--- src/rtl/cleb_pkg.sv ---
`timescale 1ns / 1ps
package cleb_pkg;

  localparam int CAPACITY = 64;
  localparam int CNT_W    = $clog2(CAPACITY + 1);
  localparam int ADDR_W   = (CAPACITY > 1) ? $clog2(CAPACITY) : 1;
  localparam int FIELD_W  = 7;

  localparam logic [2:0] ACT_LEFT   = 3'd0;
  localparam logic [2:0] ACT_RIGHT  = 3'd1;
  localparam logic [2:0] ACT_ERASE  = 3'd2;
  localparam logic [2:0] ACT_INSERT = 3'd3;
  localparam logic [2:0] ACT_DUMP   = 3'd4;

  localparam logic [1:0] ST_DONE     = 2'd0;
  localparam logic [1:0] ST_BOUNDARY = 2'd1;
  localparam logic [1:0] ST_FULL     = 2'd2;
  localparam logic [1:0] ST_EMPTY    = 2'd3;

  typedef enum logic [2:0] {
    S_IDLE,
    S_EXEC,
    S_MOVE,
    S_RESULT,
    S_DUMP_RD,
    S_DUMP_OUT
  } state_t;

  typedef struct packed {
    logic load_item;
    logic move_rd;
    logic move_wr;
    logic edit_wr;
    logic dump_start;
    logic dump_rd;
    logic dump_out;
  } cmd_t;

  typedef struct packed {
    logic [2:0] act;
    logic       before_zero;
    logic       after_zero;
    logic       total_zero;
    logic       dump_last;
    logic       out_free;
  } stat_t;

endpackage

--- src/rtl/cleb_ctrl.sv ---
`timescale 1ns / 1ps
module cleb_ctrl
  import cleb_pkg::*;
(
  input  logic  clk,
  input  logic  rst,
  input  logic  in_valid,
  output logic  in_stall,
  input  stat_t stat,
  output cmd_t  cmd
);

  state_t state;
  state_t state_next;

  always_ff @(posedge clk) begin
    if (rst) begin
      state <= S_IDLE;
    end else begin
      state <= state_next;
    end
  end

  always_comb begin
    state_next = state;
    unique case (state)
      S_IDLE: begin
        if (in_valid) state_next = S_EXEC;
      end
      S_EXEC: begin
        unique case (stat.act)
          ACT_LEFT:  state_next = stat.before_zero ? S_RESULT : S_MOVE;
          ACT_RIGHT: state_next = stat.after_zero ? S_RESULT : S_MOVE;
          ACT_DUMP:  state_next = stat.total_zero ? S_RESULT : S_DUMP_RD;
          default:   state_next = S_RESULT;
        endcase
      end
      S_MOVE: begin
        if (stat.out_free) state_next = S_IDLE;
      end
      S_RESULT: begin
        if (stat.out_free) state_next = S_IDLE;
      end
      S_DUMP_RD: begin
        state_next = S_DUMP_OUT;
      end
      S_DUMP_OUT: begin
        if (stat.out_free) state_next = stat.dump_last ? S_IDLE : S_DUMP_RD;
      end
      default: state_next = S_IDLE;
    endcase
  end

  always_comb begin
    cmd      = '0;
    in_stall = (state != S_IDLE);
    unique case (state)
      S_IDLE: begin
        cmd.load_item = in_valid;
      end
      S_EXEC: begin
        cmd.move_rd    = ((stat.act == ACT_LEFT) && !stat.before_zero) ||
                         ((stat.act == ACT_RIGHT) && !stat.after_zero);
        cmd.dump_start = (stat.act == ACT_DUMP) && !stat.total_zero;
      end
      S_MOVE: begin
        cmd.move_wr = stat.out_free;
      end
      S_RESULT: begin
        cmd.edit_wr = stat.out_free;
      end
      S_DUMP_RD: begin
        cmd.dump_rd = 1'b1;
      end
      S_DUMP_OUT: begin
        cmd.dump_out = stat.out_free;
      end
      default: begin
        cmd = '0;
      end
    endcase
  end

endmodule

--- src/rtl/cleb_dp.sv ---
`timescale 1ns / 1ps
module cleb_dp
  import cleb_pkg::*;
(
  input  logic               clk,
  input  logic               rst,
  input  cmd_t               cmd,
  output stat_t              stat,
  input  logic [2:0]         action,
  input  logic [7:0]         character,
  output logic               out_valid,
  input  logic               out_stall,
  output logic [7:0]         out_char,
  output logic               last,
  output logic [1:0]         status,
  output logic [FIELD_W-1:0] length,
  output logic [FIELD_W-1:0] cursor_pos
);

  localparam logic [CNT_W-1:0] CAP_C = CNT_W'(CAPACITY);
  localparam logic [CNT_W-1:0] ONE_C = CNT_W'(1);

  logic [7:0]       mem [CAPACITY];
  logic [7:0]       rdata;
  logic [2:0]       act;
  logic [7:0]       ch;
  logic [CNT_W-1:0] before_count;
  logic [CNT_W-1:0] before_next;
  logic [CNT_W-1:0] after_count;
  logic [CNT_W-1:0] after_next;
  logic [CNT_W-1:0] idx;
  logic [CNT_W-1:0] total;
  logic             full;
  logic             out_free;
  logic             rd_en;
  logic [ADDR_W-1:0] rd_addr;
  logic [ADDR_W-1:0] dump_addr;
  logic             we;
  logic [ADDR_W-1:0] wa;
  logic [7:0]       wd;
  logic             out_load;
  logic [1:0]       edit_status;

  assign total     = before_count + after_count;
  assign full      = (total >= CAP_C);
  assign out_free  = !out_valid || !out_stall;
  assign dump_addr = (idx < before_count) ? ADDR_W'(idx) : ADDR_W'(idx + CAP_C - total);

  assign stat.act         = act;
  assign stat.before_zero = (before_count == '0);
  assign stat.after_zero  = (after_count == '0);
  assign stat.total_zero  = (total == '0);
  assign stat.dump_last   = ((idx + ONE_C) == total);
  assign stat.out_free    = out_free;

  always_comb begin
    rd_en   = cmd.move_rd || cmd.dump_rd;
    rd_addr = dump_addr;
    if (cmd.move_rd) begin
      rd_addr = (act == ACT_LEFT) ? ADDR_W'(before_count - ONE_C)
                                  : ADDR_W'(CAP_C - after_count);
    end
  end

  always_comb begin
    we = cmd.move_wr || (cmd.edit_wr && (act == ACT_INSERT) && !full);
    wd = cmd.move_wr ? rdata : ch;
    wa = ADDR_W'(before_count);
    if (cmd.move_wr && (act == ACT_LEFT)) begin
      wa = ADDR_W'(CAP_C - after_count - ONE_C);
    end
  end

  always_ff @(posedge clk) begin
    if (we) begin
      mem[wa] <= wd;
    end
    if (rd_en) begin
      rdata <= mem[rd_addr];
    end
  end

  always_comb begin
    before_next = before_count;
    after_next  = after_count;
    edit_status = ST_DONE;
    if (cmd.move_wr) begin
      if (act == ACT_LEFT) begin
        before_next = before_count - ONE_C;
        after_next  = after_count + ONE_C;
      end else begin
        before_next = before_count + ONE_C;
        after_next  = after_count - ONE_C;
      end
    end
    unique case (act)
      ACT_LEFT, ACT_RIGHT: begin
        edit_status = ST_BOUNDARY;
      end
      ACT_ERASE: begin
        if (before_count == '0) begin
          edit_status = ST_BOUNDARY;
        end else if (cmd.edit_wr) begin
          before_next = before_count - ONE_C;
        end
      end
      ACT_INSERT: begin
        if (full) begin
          edit_status = ST_FULL;
        end else if (cmd.edit_wr) begin
          before_next = before_count + ONE_C;
        end
      end
      ACT_DUMP: begin
        edit_status = ST_EMPTY;
      end
      default: begin
        edit_status = ST_DONE;
      end
    endcase
  end

  assign out_load = cmd.move_wr || cmd.edit_wr || cmd.dump_out;

  always_ff @(posedge clk) begin
    if (rst) begin
      before_count <= '0;
      after_count  <= '0;
      out_valid    <= 1'b0;
    end else begin
      before_count <= before_next;
      after_count  <= after_next;
      if (out_load) begin
        out_valid <= 1'b1;
      end else if (!out_stall) begin
        out_valid <= 1'b0;
      end
    end
  end

  always_ff @(posedge clk) begin
    if (cmd.load_item) begin
      act <= action;
      ch  <= character;
    end
    if (cmd.dump_start) begin
      idx <= '0;
    end else if (cmd.dump_out) begin
      idx <= idx + ONE_C;
    end
    if (out_load) begin
      out_char   <= cmd.dump_out ? rdata : 8'd0;
      last       <= cmd.dump_out ? stat.dump_last : 1'b1;
      status     <= (cmd.edit_wr) ? edit_status : ST_DONE;
      length     <= FIELD_W'(before_next + after_next);
      cursor_pos <= FIELD_W'(before_next);
    end
  end

  a_total_bound: assert property (@(posedge clk) disable iff (rst)
    (total <= CAP_C))
    else $error("text length exceeds capacity");

  a_move_keeps_total: assert property (@(posedge clk) disable iff (rst)
    cmd.move_wr |=> (total == $past(total)))
    else $error("cursor move changed text length");

  a_insert_grows: assert property (@(posedge clk) disable iff (rst)
    (cmd.edit_wr && (act == ACT_INSERT) && !full) |=>
      (before_count == $past(before_count) + ONE_C))
    else $error("insert did not advance cursor");

  a_dump_idx_bound: assert property (@(posedge clk) disable iff (rst)
    cmd.dump_out |-> (idx < total))
    else $error("dump index beyond text");

endmodule

--- src/rtl/cursor_line_edit_buffer_top.sv ---
`timescale 1ns / 1ps
// Every edit, a cursor move included, passes the execute state and then the move or result
// state, which loads its result into the output registers once the output side is free.
// A dump of n characters reads each one from memory in a registered read state and loads
// it in the output state once the output side is free, then reads the next character.
// A new item is taken only after the previous item's last result is loaded.
// Synchronous active-high reset empties the text and puts the cursor at zero.
module cursor_line_edit_buffer_top
  import cleb_pkg::*;
(
  input  logic               clk,
  input  logic               rst,
  input  logic               in_valid,
  output logic               in_stall,
  input  logic [2:0]         action,
  input  logic [7:0]         character,
  output logic               out_valid,
  input  logic               out_stall,
  output logic [7:0]         out_char,
  output logic               last,
  output logic [1:0]         status,
  output logic [FIELD_W-1:0] length,
  output logic [FIELD_W-1:0] cursor_pos
);

  cmd_t  cmd;
  stat_t stat;

  cleb_ctrl u_ctrl (
    .clk      (clk),
    .rst      (rst),
    .in_valid (in_valid),
    .in_stall (in_stall),
    .stat     (stat),
    .cmd      (cmd)
  );

  cleb_dp u_dp (
    .clk        (clk),
    .rst        (rst),
    .cmd        (cmd),
    .stat       (stat),
    .action     (action),
    .character  (character),
    .out_valid  (out_valid),
    .out_stall  (out_stall),
    .out_char   (out_char),
    .last       (last),
    .status     (status),
    .length     (length),
    .cursor_pos (cursor_pos)
  );

endmodule

--- config.mk ---
export PLATFORM = sky130hd
export DESIGN_NAME = cursor_line_edit_buffer_top
export DESIGN_NICKNAME = d
export VERILOG_FILES = /design/src/rtl/cleb_pkg.sv /design/src/rtl/cleb_ctrl.sv /design/src/rtl/cleb_dp.sv /design/src/rtl/cursor_line_edit_buffer_top.sv
export SDC_FILE = /design/constraint.sdc
export NUM_CORES = 1
export LEC_CHECK = 0
export BUFFER_PORTS_ARGS = -buffer_cell sky130_fd_sc_hd__buf_4
export CAP_MARGIN = 20
export CORE_ASPECT_RATIO = 0.9
export CORE_MARGIN = 5
export CORE_UTILIZATION = 32
export DETAILED_ROUTE_END_ITERATION = 8
export GPL_TIMING_DRIVEN = 0
export PLACE_DENSITY = 0.47
export SYNTH_ARGS = -nofsm -noshare
export SYNTH_HDL_FRONTEND = slang
export SYNTH_SLANG_ARGS = --single-unit
--- constraint.sdc ---
create_clock -name clk -period 4.4 [get_ports clk]
set_input_delay 0.22 -clock clk [delete_from_list [all_inputs] [get_ports clk]]
set_output_delay 0.22 -clock clk [all_outputs]
set_load 0.05 [all_outputs]
==> flow_summary.json <==
{
  "vias": 16800,
  "drtIter0Drc": 1797,
  "hold_violations": 0,
  "ys_warn_count": 0,
  "rr_endpoint": "u_dp.mem[60][5]",
  "reg2regPathDepth": 12,
  "r2r_start": "u_dp.after_count[0]",
  "io_pins": 42,
  "post_drt_via_cell_ratio": 5.45,
  "clk_pin_slew_ns": 0.06,
  "synth-simple-area-share_pct": 8.76,
  "area_growth_pct": 18.6,
  "status": "finished, final reports clean",
  "first_pass_iters": 5,
  "insertedDiodeCount": 0,
  "skew_ns": 0.0522,
  "core_um2": 79300,
  "ys.flop_type": "edfxtp_1",
  "yosys.area.top_type": "edfxtp_1",
  "worstMarginPinSlew_ns": 1.28,
  "fillers": 7499,
  "ys_ff_latch": 581,
  "ys_top_cells_by_count": "edfxtp_1, nand2_1, nor2_1",
  "hpwl_um": 53100,
  "dp_slack_ns": -1.05,
  "synth_compound_area_share_pct": 14.0,
  "tritoncts": "done",
  "synth_nets": 1905,
  "drive_gt1_share_pct": 18.9,
  "netlist_top_cells_area": "edfxtp_1, mux2i_1, a211oi_1",
  "gr-usage-all-layers_pct": 17.7,
  "grt_overflow_total": 0,
  "drv_cap": 0,
  "ys_types": 67,
  "worstSetupEndpointType": "register",
  "cp-start-kind": "register",
  "hold_class": "primary input to register",
  "max-slew-margin-rel_pct": 14.4,
  "die_area_um2": 85600,
  "fin_setup_tns_ns": 0,
  "wirelength_um": 78100,
  "max_freq_ghz": 0.229,
  "crit_path_end": "u_dp.mem[60][5]",
  "die_x_um": 308,
  "synth_top_area_share_pct": 65.3,
  "crit_start": "u_dp.after_count[0]",
  "die_h_um": 278,
  "fin_crit_sh_pct": 99.2,
  "grt_pass1_vias": 16400,
  "grt_setup_unrepaired": "true",
  "synthesis.area_um2": 25600,
  "synth_edf_count": 556,
  "critical_path_arrival_ns": 4.63,
  "rows": 98,
  "worst-setup-path-type": "register to register",
  "synthXorXnorAreaFrac_pct": 1.85,
  "portBuffers": 41,
  "final.setup.worst_slack_ns": 0.0343,
  "h-tree-depth": 2,
  "whs_ns": 0.0906,
  "initial_utilization_pct": 32.2,
  "insertion_delay_ns": 0.65,
  "antenna_left": 0,
  "cts_made_buffers": 58,
  "final_util_pct": 38.2,
  "root_buffer": "clkbuf_16",
  "antenna_found_initial": 0,
  "grt_pass1_wl_um": 112000,
  "synth_top_family_by_area": "compound AO/OA/AOI/OAI gates",
  "cts_sinks": 581,
  "synthAdderAreaFrac_pct": 1.93,
  "worstPathMaxFanout": 8,
  "crit_required_ns": 4.67,
  "yosysSeqAreaShare_pct": 67.3,
  "routedWlPerCell_um": 25.3,
  "period_needed_ns": 4.37,
  "finalMaxSlewViolations": 0,
  "setup_violations": 0,
  "async_reset_ff_share_pct": 0,
  "grt_max_degree": 65,
  "r2r_slack_ns": 0.03,
  "drc": 0,
  "cts_buffer_depth": 3,
  "syn-mean-instance-area_um2": 13.8,
  "yosysMostFrequentCell": "edfxtp_1",
  "fin_nets": 2038,
  "gp_congestion": 0.962,
  "muxShareOfSynthArea_pct": 3.42,
  "synthCells": 1853
}
metrics by stage:
stage	instance area (um2)	instances
finish	30300	3084
global route	30300	3084
CTS	29900	3080
detailed placement	27400	2951
global placement	27200	2944
floorplan	25600	1853
critical path, cell delays in order, from the launching register on:
cell and delay [ns]:
dfxtp_1 0.34, ha_2 0.21, fa_2 0.37, a21o_1 0.19
a21oi_2 0.17, o21bai_1 0.09, a21oi_2 0.25, xor2_2 0.17
buf_4 0.18, o22ai_1 0.23, o2bb2ai_1 0.23, nand2_1 0.71
nor2_1 0.86
per-layer routing:
| metal | vias up | part of all wire (%) | GRT usage [%] |
|---|---|---|---|
| met5 | - | 0 | 0 |
| met4 | 0 | 2.5 | 4.72 |
| met3 | 113 | 6.0 | 3.51 |
| met2 | 545 | 45 | 27.8 |
| met1 | 8600 | 46 | 25.2 |
| li1 | 7536 | - | - |
worst min-delay path by stage:
stage          startpoint                  end  slack (ns)  depth (start not counted)
6_report        out_stall     u_dp.out_char[2]        0.09                          2
2_1_floorplan         rst  u_dp.after_count[0]        0.29                          1
5_1_grt         out_stall     u_dp.out_char[2]        0.09                          2
4_1_cts         out_stall     u_dp.out_char[4]        0.05                          2
3_3_place_gp    action[1]          u_dp.act[1]        0.40                          1
3_5_place_dp    action[2]          u_dp.act[2]        0.40                          1
kinds of logic after synthesis:
| group | count (synthesis) |
|---|---|
| compound gates | 464 |
| xor+xnor | 54 |
| fa+ha+maj | 37 |
| buf+inv | 164 |
| flops | 581 |
| mux | 87 |
| simple gates | 466 |
sequential cells by signal (all words and copies together) (netlist names):
name               count
u_ctrl.state           3
u_dp.act               3
u_dp.after_count       7
u_dp.before_count      7
u_dp.ch                8
u_dp.cursor_pos        7
u_dp.idx               7
u_dp.last              1
u_dp.length            7
u_dp.mem             512
u_dp.out_char          8
u_dp.out_valid         1
u_dp.rdata             8
u_dp.status            2
layout make-up:
type | count | area [um2] | area share [%]
Buffer | 127 | 681 | 2.25
Clock buffer | 71 | 1540 | 5.09
Clock inverter | 37 | 335 | 1.11
Inverter | 36 | 136 | 0.450
Multi-Input combinational cell | 1108 | 8440 | 27.8
Sequential cell | 581 | 17200 | 56.7
Tap cell | 1050 | 1310 | 4.33
Timing Repair Buffer | 74 | 669 | 2.21
repair_timing:
item,CTS,global route
endpoints found under the setup margin,107,491
gates resized for setup,114,124
gates cloned,0,0
endpoints found under the hold margin,19,0
pin swaps,7,16
setup buffers,8,5
hold buffers,13,0
cells in the final DEF (no fill, tap or decap), types with 8 or more instances in the layout:
cell / count
a21oi_1: 59
clkbuf_1: 48
dfxtp_1: 23
a221oi_1: 34
o31ai_2: 24
clkinv_1: 16
dlygate4sd3_1: 13
a311oi_1: 49
nand2_4: 8
ha_1: 31
a211oi_1: 94
nand2_1: 147
nor3_1: 10
inv_1: 35
edfxtp_1: 556
mux2i_1: 83
xnor2_1: 33
a221o_1: 48
o21ai_0: 17
a21o_1: 9
clkbuf_2: 29
xor2_1: 16
and3_1: 15
clkbuf_16: 59
buf_2: 30
nand4_1: 15
o31ai_1: 40
nor2_2: 38
nor2b_1: 20
nand3_1: 13
o221ai_2: 14
buf_4: 67
and2_1: 97
clkinv_2: 12
nor2_1: 68
Power is left out: the tool's default activity adds up to more than one toggle a clock period on the data nets, which glitch-free logic cannot reach.
